**src/rtl/core/necirtx_pkg.sv**
```systemverilog
// Constants and codes for the NEC IR frame transmitter.
package necirtx_pkg;

  // Opcodes on the command channel
  localparam logic [1:0] OP_TICK = 2'd0;
  localparam logic [1:0] OP_SEND = 2'd1;
  localparam logic [1:0] OP_STOP = 2'd2;

  // Configuration register indexes
  localparam logic REG_UNIT_TICKS   = 1'b0;
  localparam logic REG_FRAME_PERIOD = 1'b1;

  localparam int unsigned CfgDataW = 20;
  localparam int unsigned UnitW    = 16;
  localparam int unsigned PeriodW  = 20;
  localparam int unsigned UnitsW   = 5;
  localparam int unsigned CodeW    = 32;

  localparam logic [UnitW-1:0]   UNIT_TICKS_RST   = 16'd562;
  localparam logic [PeriodW-1:0] FRAME_PERIOD_RST = 20'd108000;
  localparam logic [PeriodW-1:0] PERIOD_MAX       = 20'hFFFFF;

  // Envelope phases
  localparam logic [3:0] PH_IDLE     = 4'd0;
  localparam logic [3:0] PH_PRE_ON1  = 4'd1;
  localparam logic [3:0] PH_PRE_OFF  = 4'd2;
  localparam logic [3:0] PH_PRE_ON2  = 4'd3;
  localparam logic [3:0] PH_GAP      = 4'd4;
  localparam logic [3:0] PH_LEAD_ON  = 4'd5;
  localparam logic [3:0] PH_LEAD_OFF = 4'd6;
  localparam logic [3:0] PH_BIT_ON   = 4'd7;
  localparam logic [3:0] PH_BIT_OFF  = 4'd8;
  localparam logic [3:0] PH_STOP_ON  = 4'd9;
  localparam logic [3:0] PH_RPT_WAIT = 4'd10;
  localparam logic [3:0] PH_RPT_ON   = 4'd11;
  localparam logic [3:0] PH_RPT_OFF  = 4'd12;
  localparam logic [3:0] PH_RPT_END  = 4'd13;

  // Segment lengths in units
  localparam logic [UnitsW-1:0] U_1  = 5'd1;
  localparam logic [UnitsW-1:0] U_2  = 5'd2;
  localparam logic [UnitsW-1:0] U_3  = 5'd3;
  localparam logic [UnitsW-1:0] U_4  = 5'd4;
  localparam logic [UnitsW-1:0] U_8  = 5'd8;
  localparam logic [UnitsW-1:0] U_16 = 5'd16;

  function automatic logic carrier_of(logic [3:0] ph);
    return (ph == PH_PRE_ON1) || (ph == PH_PRE_ON2) || (ph == PH_LEAD_ON) ||
           (ph == PH_BIT_ON) || (ph == PH_STOP_ON) || (ph == PH_RPT_ON) ||
           (ph == PH_RPT_END);
  endfunction

endpackage

```
**src/rtl/core/necirtx_if.sv**
```systemverilog
// Command and envelope channel interfaces of the NEC IR transmitter.
interface necirtx_in_if;
  logic        valid;
  logic        ready;
  logic [1:0]  opcode;
  logic [31:0] code;
  logic        repeat_wanted;

  modport source (output valid, output opcode, output code, output repeat_wanted,
                  input ready);
  modport sink (input valid, input opcode, input code, input repeat_wanted,
                output ready);
endinterface

interface necirtx_out_if;
  logic valid;
  logic ready;
  logic carrier_on;
  logic busy_res;
  logic repeating;

  modport source (output valid, output carrier_on, output busy_res, output repeating,
                  input ready);
  modport sink (input valid, input carrier_on, input busy_res, input repeating,
                output ready);
endinterface

```
**src/rtl/core/nec_ir_frame_transmitter.sv**
```systemverilog
// NEC IR frame transmitter: carrier on/off envelope paced by tick beats.
//
// in_i carries commands: a tick advances time by one tick, a send starts a
// frame (ignored while busy), a stop ends repeat frames. Every command beat
// yields exactly one beat on out_o with carrier_on, busy_res and repeating.
// For a tick the result is the level during that tick; for other commands it
// is the state after the command.
// The result beat is registered: it is in the output register on the edge
// after the command is taken. Commands are taken at one beat per cycle while
// the receiver keeps up; the state update sits before the output register.
// in_i.ready is high while the output register is empty or being drained, so
// a stalled receiver holds the result and backs up the command channel after
// one beat.
// cfg_we_i writes unit_ticks (index 0) or frame_period_ticks (index 1); write
// only while no result is outstanding.
// Reset clears the envelope state to idle and loads 562 ticks per unit and a
// 108000-tick frame period.
module nec_ir_frame_transmitter #(
  parameter int unsigned CODE_BITS = 32
) (
  input  logic                          clk_i,
  input  logic                          rst_ni,
  necirtx_in_if.sink                    in_i,
  necirtx_out_if.source                 out_o,
  input  logic                          cfg_we_i,
  input  logic                          cfg_idx_i,
  input  logic [necirtx_pkg::CfgDataW-1:0] cfg_wdata_i
);
  import necirtx_pkg::*;

  localparam int unsigned BitsW = $clog2(CODE_BITS + 1);
  localparam logic [BitsW-1:0] BITS_INIT = BitsW'(CODE_BITS);

  logic [UnitW-1:0]     unit_ticks_q;
  logic [PeriodW-1:0]   frame_period_q;
  logic [3:0]           phase_q, phase_d;
  logic [CODE_BITS-1:0] shift_q, shift_d;
  logic [BitsW-1:0]     bits_left_q, bits_left_d;
  logic [UnitW-1:0]     tick_cnt_q, tick_cnt_d;
  logic [UnitsW-1:0]    units_q, units_d;
  logic [PeriodW-1:0]   period_q, period_d;
  logic                 repeat_q, repeat_d;

  logic                 out_valid_q;
  logic                 carrier_q, busy_q, repeating_q;
  logic [3:0]           res_phase;
  logic                 in_fire;
  logic                 unit_end;
  logic [PeriodW-1:0]   per_inc;

  assign in_i.ready = !out_valid_q || out_o.ready;
  assign in_fire    = in_i.valid && in_i.ready;
  assign unit_end   = ({1'b0, tick_cnt_q} + 17'd1) >= {1'b0, unit_ticks_q};
  assign per_inc    = (phase_q >= PH_GAP && period_q != PERIOD_MAX) ?
                      period_q + 20'd1 : period_q;

  always_comb begin
    phase_d     = phase_q;
    shift_d     = shift_q;
    bits_left_d = bits_left_q;
    tick_cnt_d  = tick_cnt_q;
    units_d     = units_q;
    period_d    = period_q;
    repeat_d    = repeat_q;
    if (in_fire) begin
      case (in_i.opcode)
        OP_TICK: begin
          if (phase_q != PH_IDLE) begin
            period_d = per_inc;
            if (phase_q == PH_RPT_WAIT) begin
              if (per_inc >= frame_period_q) begin
                period_d   = '0;
                phase_d    = PH_RPT_ON;
                units_d    = U_16;
                tick_cnt_d = '0;
              end
            end else if (!unit_end) begin
              tick_cnt_d = tick_cnt_q + 16'd1;
            end else if (units_q > U_1) begin
              tick_cnt_d = '0;
              units_d    = units_q - U_1;
            end else begin
              // segment finished: every new segment restarts the tick count
              tick_cnt_d = '0;
              units_d    = '0;
              case (phase_q)
                PH_PRE_ON1: begin
                  phase_d = PH_PRE_OFF;
                  units_d = U_2;
                end
                PH_PRE_OFF: begin
                  phase_d = PH_PRE_ON2;
                  units_d = U_2;
                end
                PH_PRE_ON2: begin
                  period_d = '0;
                  phase_d  = PH_GAP;
                  units_d  = U_2;
                end
                PH_GAP: begin
                  phase_d = PH_LEAD_ON;
                  units_d = U_16;
                end
                PH_LEAD_ON: begin
                  phase_d = PH_LEAD_OFF;
                  units_d = U_8;
                end
                PH_LEAD_OFF: begin
                  phase_d = PH_BIT_ON;
                  units_d = U_1;
                end
                PH_BIT_ON: begin
                  phase_d = PH_BIT_OFF;
                  units_d = shift_q[CODE_BITS-1] ? U_3 : U_1;
                end
                PH_BIT_OFF: begin
                  shift_d     = {shift_q[CODE_BITS-2:0], 1'b0};
                  bits_left_d = bits_left_q - BitsW'(1);
                  phase_d     = (bits_left_q != BitsW'(1)) ? PH_BIT_ON : PH_STOP_ON;
                  units_d     = U_1;
                end
                PH_RPT_ON: begin
                  phase_d = PH_RPT_OFF;
                  units_d = U_4;
                end
                PH_RPT_OFF: begin
                  phase_d = PH_RPT_END;
                  units_d = U_1;
                end
                PH_STOP_ON, PH_RPT_END: begin
                  if (!repeat_q) begin
                    phase_d = PH_IDLE;
                  end else if (per_inc >= frame_period_q) begin
                    // period already elapsed: repeat frame starts late
                    period_d = '0;
                    phase_d  = PH_RPT_ON;
                    units_d  = U_16;
                  end else begin
                    phase_d = PH_RPT_WAIT;
                  end
                end
                default: begin
                  phase_d = PH_IDLE;
                end
              endcase
            end
          end
        end
        OP_SEND: begin
          if (phase_q == PH_IDLE) begin
            shift_d     = in_i.code[CODE_BITS-1:0];
            bits_left_d = BITS_INIT;
            repeat_d    = in_i.repeat_wanted;
            period_d    = '0;
            phase_d     = PH_PRE_ON1;
            units_d     = U_2;
            tick_cnt_d  = '0;
          end
        end
        OP_STOP: begin
          repeat_d = 1'b0;
          if (phase_q == PH_RPT_WAIT) begin
            phase_d    = PH_IDLE;
            units_d    = '0;
            tick_cnt_d = '0;
          end
        end
        default: ;
      endcase
    end
  end

  assign res_phase = (in_i.opcode == OP_TICK) ? phase_q : phase_d;

  always_ff @(posedge clk_i or negedge rst_ni) begin
    if (!rst_ni) begin
      unit_ticks_q   <= UNIT_TICKS_RST;
      frame_period_q <= FRAME_PERIOD_RST;
      phase_q        <= PH_IDLE;
      shift_q        <= '0;
      bits_left_q    <= '0;
      tick_cnt_q     <= '0;
      units_q        <= '0;
      period_q       <= '0;
      repeat_q       <= 1'b0;
      out_valid_q    <= 1'b0;
    end else begin
      if (cfg_we_i) begin
        if (cfg_idx_i == REG_UNIT_TICKS) begin
          unit_ticks_q <= cfg_wdata_i[UnitW-1:0];
        end else if (cfg_idx_i == REG_FRAME_PERIOD) begin
          frame_period_q <= cfg_wdata_i[PeriodW-1:0];
        end
      end
      phase_q     <= phase_d;
      shift_q     <= shift_d;
      bits_left_q <= bits_left_d;
      tick_cnt_q  <= tick_cnt_d;
      units_q     <= units_d;
      period_q    <= period_d;
      repeat_q    <= repeat_d;
      if (in_fire) begin
        out_valid_q <= 1'b1;
      end else if (out_o.ready) begin
        out_valid_q <= 1'b0;
      end
    end
  end

  // result payload, loaded with each accepted beat
  always_ff @(posedge clk_i) begin
    if (in_fire) begin
      carrier_q   <= carrier_of(res_phase);
      busy_q      <= (res_phase != PH_IDLE);
      repeating_q <= (res_phase >= PH_RPT_WAIT) && (res_phase <= PH_RPT_END);
    end
  end

  assign out_o.valid      = out_valid_q;
  assign out_o.carrier_on = carrier_q;
  assign out_o.busy_res   = busy_q;
  assign out_o.repeating  = repeating_q;

endmodule

```
**src/flat_wrapper.sv**
```systemverilog
// flat-port wrapper written by rule: the top's interface ports become plain ports
module nec_ir_frame_transmitter_flat import necirtx_pkg::*;
#(
  parameter int unsigned CODE_BITS = 32
)
  (clk_i, rst_ni, cfg_we_i, cfg_idx_i, cfg_wdata_i, in_i_valid, in_i_opcode, in_i_code, in_i_repeat_wanted, in_i_ready, out_o_valid, out_o_carrier_on, out_o_busy_res, out_o_repeating, out_o_ready);
  necirtx_in_if in_i_i ();
  necirtx_out_if out_o_i ();
  input  logic clk_i;
  input  logic rst_ni;
  input  logic cfg_we_i;
  input  logic cfg_idx_i;
  input  logic [necirtx_pkg::CfgDataW-1:0] cfg_wdata_i;
  input wire logic [$bits(in_i_i.valid)-1:0] in_i_valid;
  input wire logic [$bits(in_i_i.opcode)-1:0] in_i_opcode;
  input wire logic [$bits(in_i_i.code)-1:0] in_i_code;
  input wire logic [$bits(in_i_i.repeat_wanted)-1:0] in_i_repeat_wanted;
  output wire logic [$bits(in_i_i.ready)-1:0] in_i_ready;
  output wire logic [$bits(out_o_i.valid)-1:0] out_o_valid;
  output wire logic [$bits(out_o_i.carrier_on)-1:0] out_o_carrier_on;
  output wire logic [$bits(out_o_i.busy_res)-1:0] out_o_busy_res;
  output wire logic [$bits(out_o_i.repeating)-1:0] out_o_repeating;
  input wire logic [$bits(out_o_i.ready)-1:0] out_o_ready;
  assign in_i_i.valid = in_i_valid;
  assign in_i_i.opcode = in_i_opcode;
  assign in_i_i.code = in_i_code;
  assign in_i_i.repeat_wanted = in_i_repeat_wanted;
  assign in_i_ready = in_i_i.ready;
  assign out_o_valid = out_o_i.valid;
  assign out_o_carrier_on = out_o_i.carrier_on;
  assign out_o_busy_res = out_o_i.busy_res;
  assign out_o_repeating = out_o_i.repeating;
  assign out_o_i.ready = out_o_ready;
  nec_ir_frame_transmitter #(.CODE_BITS(CODE_BITS)) u_core (.clk_i(clk_i), .rst_ni(rst_ni), .in_i(in_i_i), .out_o(out_o_i), .cfg_we_i(cfg_we_i), .cfg_idx_i(cfg_idx_i), .cfg_wdata_i(cfg_wdata_i));
endmodule
```
**config.mk**
```make
export PLATFORM = sky130hd
export DESIGN_NAME = nec_ir_frame_transmitter_flat
export DESIGN_NICKNAME = d
export VERILOG_FILES = /design/src/rtl/core/necirtx_pkg.sv /design/src/rtl/core/necirtx_if.sv /design/src/rtl/core/nec_ir_frame_transmitter.sv /design/src/flat_wrapper.sv
export SDC_FILE = /design/constraint.sdc
export NUM_CORES = 1
export LEC_CHECK = 0
export ABC_AREA = 0
export BUFFER_PORTS_ARGS = -buffer_cell sky130_fd_sc_hd__buf_2
export CAP_MARGIN = 40
export CORE_ASPECT_RATIO = 2
export CORE_MARGIN = 5
export CORE_UTILIZATION = 44
export DETAILED_ROUTE_END_ITERATION = 6
export PLACE_DENSITY = 0.7
export REMOVE_ABC_BUFFERS = 1
export SYNTH_ARGS = -nofsm -noshare
export SYNTH_HDL_FRONTEND = slang
export SYNTH_SLANG_ARGS = --single-unit
```
**constraint.sdc**
```tcl
create_clock -name clk_i -period 4.7 [get_ports clk_i]
set_input_delay 0.47 -clock clk_i [delete_from_list [all_inputs] [get_ports clk_i]]
set_output_delay 0.47 -clock clk_i [all_outputs]
set_load 0.05 [all_outputs]
```
==> summary.txt, run 1 <==
Critical path
  – Crit Path Max Fanout: 9
  – CP Data Arrival Time: between 4000 and 5000 ps
  – Crit end category: flop
  – Critical Path RT: between 5000 and 6000 ps
  – CP startpoint: u_core.period_q[0]$_DFFE_PN0P_
  – Worst setup SP type: flop
  – Reg2reg path depth: 16
  – R2r setup slk: 390 ps
  – Critical path's slowest cell: o31ai_1
  – Worst path cell trace: ha_1, nand2_1, nor2_1, a31oi_4, and4_2, nor3b_1, xor2_1, ha_1, nand4_1, o311a_1, o21ai_0, a211oi_1, buf_4, o31ai_1, o21ai_0, a22o_1
  – Critical path class: flop to flop
  – R2r startpoint: u_core.period_q[0]$_DFFE_PN0P_
  – CP endpoint: u_core.units_q[2]$_DFFE_PN0P_
  – Max incr delay on CP: roughly 530 ps
  – Reg2reg end: u_core.units_q[2]$_DFFE_PN0P_

Floorplan
  – Initial core utilization: 0.443
  – I/O Pins: between 60 and 70
  – Vertical die dimension: 195 um
  – Cell row count: 68
  – Core area: around 17000 um^2
  – Die Wd: ~100 um
  – Die area: around 20000 um^2

GRT
  – Global-route wire length before repair: around 30000 um
  – Total grt overflow: 0
  – Initial antenna violation count: 0
  – Global-route usage over all layers: 0.187
  – Largest net degree at the start of global routing: 55
  – Vias in the first global route: 6299

Routing
  – Via density: roughly 5.6
  – Final antenna-violating net count: 0
  – Highest routed layer: met4
  – Drt total wl: 17600 um
  – DRT iter0 DRCs: 258
  – DR WL met2: around 8900 um
  – Met3 wire length: roughly 680 um
  – Wire per inst: around 16 um
  – Drc violations: 0
  – Wl on met1: roughly 7500 um
  – Vias after detailed routing: 6297
  – First-pass DRT Iterations: 5

Final layout
  – Most frequent cells in the layout: nor2_1, dfrtp_1, nand2_1, buf_2, inv_1
  – Layout cells sized above 1: 0.206
  – Synth-to-layout area growth: 16.5%
  – Util after Layout: 0.516
  – Ant. Diodes: 0
  – Nets: roughly 1000
  – Final Cell Area: ~8800 um^2

Timing
  – Final Critical Period: 4310 ps
  – Worst hold margin: 279 ps
  – Max Fclk: between 200 and 250 MHz
  – Final clock period utilization by the worst path: 0.916
  – Endpoints failing setup: 0
  – Slew Viols, Final: 0
  – RSZ-0062 raised after global routing: no
  – Final Hold Vio Count: 0
  – Setup TNS: 0 ps
  – Slew headroom: 0.519
  – Skew final: around 10 ps
  – Worst-margin pin slew: between 700 and 800 ps

Placement
  – Placed cell areas: 8140 um^2
  – Routability cong.: 0.874
  – Final HPWL DP: ~13000 um
  – IO buf count: 65

Synth
  – EDFF count, synth: 3
  – Share of the yosys chip area belonging to registers: 0.414
  – Synth Register Bits: 124
  – Mean post-synth cell area: around 9 um^2
  – Synth Warn #: 0
  – Most common flop cell mapped by yosys: dfrtp_1
  – Async set or reset register ratio after synthesis: 0.976
  – Synthesized netlist cell count: about 840
  – Mapped Area: approximately 7600 um^2
  – Post-synth cell types: 72

Hold path
  – Min-delay worst type: primary input to flop

Clock tree
  – H-tree Lvls: 4
  – CTS sink cnt: 124
  – CTS tree: done
  – Clk root buf: clkbuf_16
  – CTS Buf Count: 17
  – CTS max path bufs: 2
  – Clock slew at reported path FFs: approximately 60 ps
  – Worst skew pair latency: ~430 ps

Pwr
  – Leak Pwr: between 4 and 5 nW
  – Power per cell area: 416 nW/um^2
  – Max VDD drop: a little under 0.3 mV

Run
  – # Max-Cap Violations: 0

Run status
  – Outcome: finished clean
[registers in the layout (all words and copies together), names as in the netlist]
| register | flops |
|---|---|
| u_core.repeat_q | 1 |
| u_core.shift_q | 32 |
| u_core.out_o.busy_res | 1 |
| u_core.out_o.repeating | 1 |
| u_core.bits_left_q | 6 |
| u_core.out_o.valid | 1 |
| u_core.frame_period_q | 20 |
| u_core.units_q | 5 |
| u_core.out_o.carrier_on | 1 |
| u_core.period_q | 20 |
| u_core.unit_ticks_q | 16 |
| u_core.phase_q | 4 |
| u_core.tick_cnt_q | 16 |
[Yosys cell counts, types with 9 or more instances]
library cell,n,share of area
dfrtp_1,109,0.36
nor2_1,109,0.054
nand2_1,78,0.039
inv_1,60,0.030
ha_1,46,0.076
o21ai_0,44,0.029
o22ai_1,34,0.028
a21oi_1,25,0.017
nand3_1,24,0.016
mux2_2,22,0.033
xnor2_1,22,0.025
clkbuf_1,21,0.010
nand2b_1,17,0.014
buf_2,16,0.011
a211oi_1,14,0.014
a21o_1,13,0.013
dfstp_2,12,0.042
a22o_1,11,0.013
nor3_1,11,0.0073
or2_2,11,0.0091
nand4_1,10,0.0083
o21ai_1,10,0.0066
and2_1,9,0.0074
[layer usage]
metal | vias to the layer above | GRT usage
met5 | - | 0
met4 | 0 | 0.0812
met3 | 38 | 0.0390
met2 | 121 | 0.304
met1 | 3037 | 0.236
li1 | 3101 | -
[how the worst min path moves through the flow]
| stage | from | endpoint | slack (ps) | cells past startpoint |
|---|---|---|---|---|
| 6_report | cfg_wdata_i[15] | u_core.unit_ticks_q[15]$_DFFE_PN0P_ | 280 | 3 |
| 3_5_place_dp | rst_ni | u_core.period_q[2]$_DFFE_PN0P_ | 410 | 1 |
| 2_1_floorplan | rst_ni | u_core.bits_left_q[0]$_DFFE_PN0P_ | 170 | 0 |
| 4_1_cts | cfg_wdata_i[15] | u_core.unit_ticks_q[15]$_DFFE_PN0P_ | 260 | 3 |
| 3_3_place_gp | u_core.shift_q[0]$_DFFE_PN0P_ | u_core.shift_q[0]$_DFFE_PN0P_ | 460 | 2 |
| 5_1_grt | cfg_wdata_i[17] | u_core.frame_period_q[17]$_DFFE_PN0P_ | 270 | 2 |
[worst max-delay path: cells and delay by family, from the launching register on]
family	cells	cell delay, ps
xor gates and xnor gates	1	120
adders and majority gates	2	580
and+or+nand+nor	5	920
AOI/OAI and AO/OA	7	1960
buffers and inverters	1	180
DFF	1	440
[timing repair]
item / in CTS / in global routing
hold buffers: 1 / 0
gates resized for setup: 0 / 3
hold endpoints to repair: 24 / 0
setup endpoints to repair: 0 / 18
buffers inserted: 0 / 2
[cell type report]
class	count	area [um^2]
timing repair buffer	85	518
fill	1570	8280
sequential	124	3130
inverter	60	225
multi-input combinational	617	4030
clock buffer	18	429
clock inverter	14	219
tap	210	263
[power breakdown]
group / internal, mW / switching, mW / total, mW
Sequential: 1.31 / 0.170 / 1.48
Combinational: 0.317 / 0.423 / 0.739
Clock: 0.942 / 0.505 / 1.45
Total: 2.57 / 1.10 / 3.67
[kinds of logic (layout without fill, tap and decap cells)]
| kind of cell | Yosys count | after routing | share of synthesized area |
|---|---|---|---|
| AOI/OAI and AO/OA | 204 | 204 | 0.184 |
| muxes | 23 | 23 | 0.0340 |
| adders and majority gates | 46 | 46 | 0.0760 |
| buffers and inverters | 100 | 177 | 0.0547 |
| DFF | 124 | 124 | 0.414 |
| and+or+nand+nor | 314 | 314 | 0.202 |
| xor gates and xnor gates | 30 | 30 | 0.0347 |
[stage by stage]
stage	total power, mW	cells	setup WS (ps)
floorplan	1.99	801	178
global placement	2.19	1090	430
detailed placement	2.24	1093	314
CTS	3.69	1126	236
global route	3.88	1128	53.7
finish	3.67	1128	393
(Power assumes the default switching activity.)
==> run 2, diff against run 1 <==
--- a/config.mk
+++ b/config.mk
@@ -6,13 +6,13 @@
 export NUM_CORES = 1
 export LEC_CHECK = 0
 export ABC_AREA = 0
-export BUFFER_PORTS_ARGS = -buffer_cell sky130_fd_sc_hd__buf_2
 export CAP_MARGIN = 40
-export CORE_ASPECT_RATIO = 2
 export CORE_MARGIN = 5
 export CORE_UTILIZATION = 44
+export CTS_BUF_LIST = sky130_fd_sc_hd__clkbuf_8
 export DETAILED_ROUTE_END_ITERATION = 6
-export PLACE_DENSITY = 0.7
+export DONT_BUFFER_PORTS = 1
+export PLACE_DENSITY = 0.67
 export REMOVE_ABC_BUFFERS = 1
 export SYNTH_ARGS = -nofsm -noshare
 export SYNTH_HDL_FRONTEND = slang
==> summary.txt, run 2 (synthesis results as in run 1) <==
Floorplan
  – Vertical die dimension: around 140 um
  – Die Wd: ~140 um
  – I/O Pins: 66
  – Initial core utilization: 0.442
  – Cell row count: between 40 and 50
  – Core area: 17100 um^2
  – Die area: 19900 um^2

Timing
  – RSZ-0062 raised after global routing: no
  – Endpoints failing setup: 0
  – Slew Viols, Final: 0
  – Worst hold margin: 130 ps
  – Setup TNS: 0 ps
  – Slew headroom: 0.558
  – Final Critical Period: approximately 4200 ps
  – Skew final: ~15 ps
  – Final clock period utilization by the worst path: 0.898
  – Final Hold Vio Count: 0
  – Max Fclk: 237 MHz
  – Worst-margin pin slew: around 660 ps

Run status
  – Outcome: finished clean

Clock tree
  – CTS max path bufs: 2
  – Clk root buf: clkbuf_8
  – H-tree Lvls: 4
  – CTS Buf Count: 17
  – CTS tree: done
  – CTS sink cnt: about 120
  – Clock slew at reported path FFs: ~80 ps
  – Worst skew pair latency: 450 ps

Critical path
  – Most used cell, CP: ha_1
  – Critical path class: flop to flop
  – Worst path cell trace: ha_1, nand2_1, nor2_1, a31oi_4, and4_2, nor3b_1, xor2_1, ha_1, nand4_1, o311a_1, o21ai_0, a211oi_1, buf_4, or2_2, a21o_2, a22o_1
  – Critical Path RT: between 5000 and 6000 ps
  – Worst setup SP type: flop
  – Crit path buf inv count: 1
  – Crit end category: flop
  – Cell family with most CP delay: compound AO/OA/AOI/OAI gates
  – Crit Path Max Fanout: 9
  – CP Data Arrival Time: around 4600 ps
  – Critical path's slowest cell: dfrtp_1
  – Max incr delay on CP: ~440 ps

Final layout
  – Biggest regs: u_core.shift_q: 32 flops, u_core.frame_period_q: 20 flops, u_core.period_q: 20 flops
  – Ant. Diodes: 0
  – Final Cell Area: between 8000 and 9000 um^2
  – Fillers: 1642
  – Nets: about 950
  – Largest reg by FF count: u_core.shift_q
  – Max FFs per register: 32
  – Synth-to-layout area growth: 9.34%
  – Most frequent cells in the layout: nor2_1, dfrtp_1, nand2_1, inv_1, ha_1
  – Layout cells sized above 1: 0.149

Routing
  – Wire per inst: between 15 and 20 um
  – Drt total wl: ~17000 um
  – First-pass DRT Iterations: 5
  – Vias after detailed routing: between 5000 and 6000
  – Final antenna-violating net count: 0
  – Via density: around 5.4
  – DRT iter0 DRCs: roughly 340
  – Drc violations: 0

Run
  – # Max-Cap Violations: 0

Pwr
  – Power per cell area: around 380 nW/um^2
  – Flop pwr share: 0.473
  – P_sw: around 1.1 mW
  – Max VDD drop: ~0.21 mV
  – Clk pwr share: 0.311
  – Gate power share: 0.216
  – Switching Fraction: 0.334
  – Leak Pwr: ~3.7 nW
  – Pint: about 2.1 mW

GRT
  – Global-route usage over all layers: 0.173
  – Largest net degree at the start of global routing: approximately 120
  – Global-route wire length before repair: 28100 um
  – Initial antenna violation count: 0
  – Vias in the first global route: 5721
  – Total grt overflow: 0

Placement
  – Routability cong.: approximately 0.89
  – Final HPWL DP: approximately 12000 um
  – Placed cell areas: 7810 um^2
  – IO buf count: 0

Hold path
  – Min-delay worst type: primary input to flop
## run 2: metrics by stage
step / total power [mW] / instances / util / worst slack, ps
global placement: 2.14 / 1041 / 0.455 / 407
detailed placement: 2.17 / 1043 / 0.456 / 296
CTS: 3.19 / 1077 / 0.482 / 275
finish: 3.16 / 1078 / 0.484 / 480
floorplan: 1.99 / 801 / - / 178
global route: 3.38 / 1078 / 0.484 / 46.0
## run 2: per-layer routing
layer / vias up / global-route usage / routed length (um)
met5: - / 0 / 0
met4: 0 / 0.0586 / 299
met3: 20 / 0.0455 / 657
met2: 103 / 0.268 / 7890
met1: 2781 / 0.234 / 7790
li1: 2962 / - / -
## run 2: final timing paths
check | start | slack [ps] | endpoint | cells after the start
setup / recovery | u_core.period_q[0]$_DFFE_PN0P_ | 480 | u_core.tick_cnt_q[14]$_DFFE_PN0P_ | 16
hold / removal | cfg_wdata_i[1] | 130 | u_core.unit_ticks_q[1]$_DFFE_PN1P_ | 2
setup reg to reg | u_core.period_q[0]$_DFFE_PN0P_ | 480 | u_core.tick_cnt_q[14]$_DFFE_PN0P_ | 16
hold reg to reg | u_core.shift_q[28]$_DFFE_PN0P_ | 500 | u_core.shift_q[28]$_DFFE_PN0P_ | 2
max in group asynchronous | rst_ni | 3590 | u_core.phase_q[1]$_DFF_PN0_ | 2
min in group asynchronous | rst_ni | 670 | u_core.tick_cnt_q[12]$_DFFE_PN0P_ | 2
## run 2: area by class of cell
type	count	area, um^2	area share
Inverter	60	225	0.0272
Multi-Input combinational cell	617	4050	0.489
Clock buffer	18	248	0.0299
Sequential cell	124	3130	0.379
Clock inverter	14	156	0.0189
Timing Repair Buffer	20	188	0.0227
Tap cell	225	282	0.0340
## run 2: power groups by stage
stage	clock network [mW]	registers (mW)	logic, mW
6_report	0.982	1.49	0.681
5_1_grt	1.06	1.53	0.792
4_1_cts	1.01	1.49	0.687
3_5_place_dp	0	1.51	0.662
3_3_place_gp	0	1.51	0.634
2_1_floorplan	0	1.47	0.525
## run 2: worst reg2reg max path: stages, from the launching register on
cell and delay, ps:
dfrtp_1 440, ha_1 250, nand2_1 120, nor2_1 90, a31oi_4 280, and4_2 350, nor3b_1 240, xor2_1 120
ha_1 330, nand4_1 90, o311a_1 390, o21ai_0 260, a211oi_1 130, buf_4 180, or2_2 310, a21o_2 270
a22o_1 240
## run 2: what timing repair did
item                                    CTS  global route
endpoints found under the setup margin    0            33
hold buffers                              2             0
hold endpoints to repair                121             0
gates resized for setup                   0             5
setup buffers                             0             1
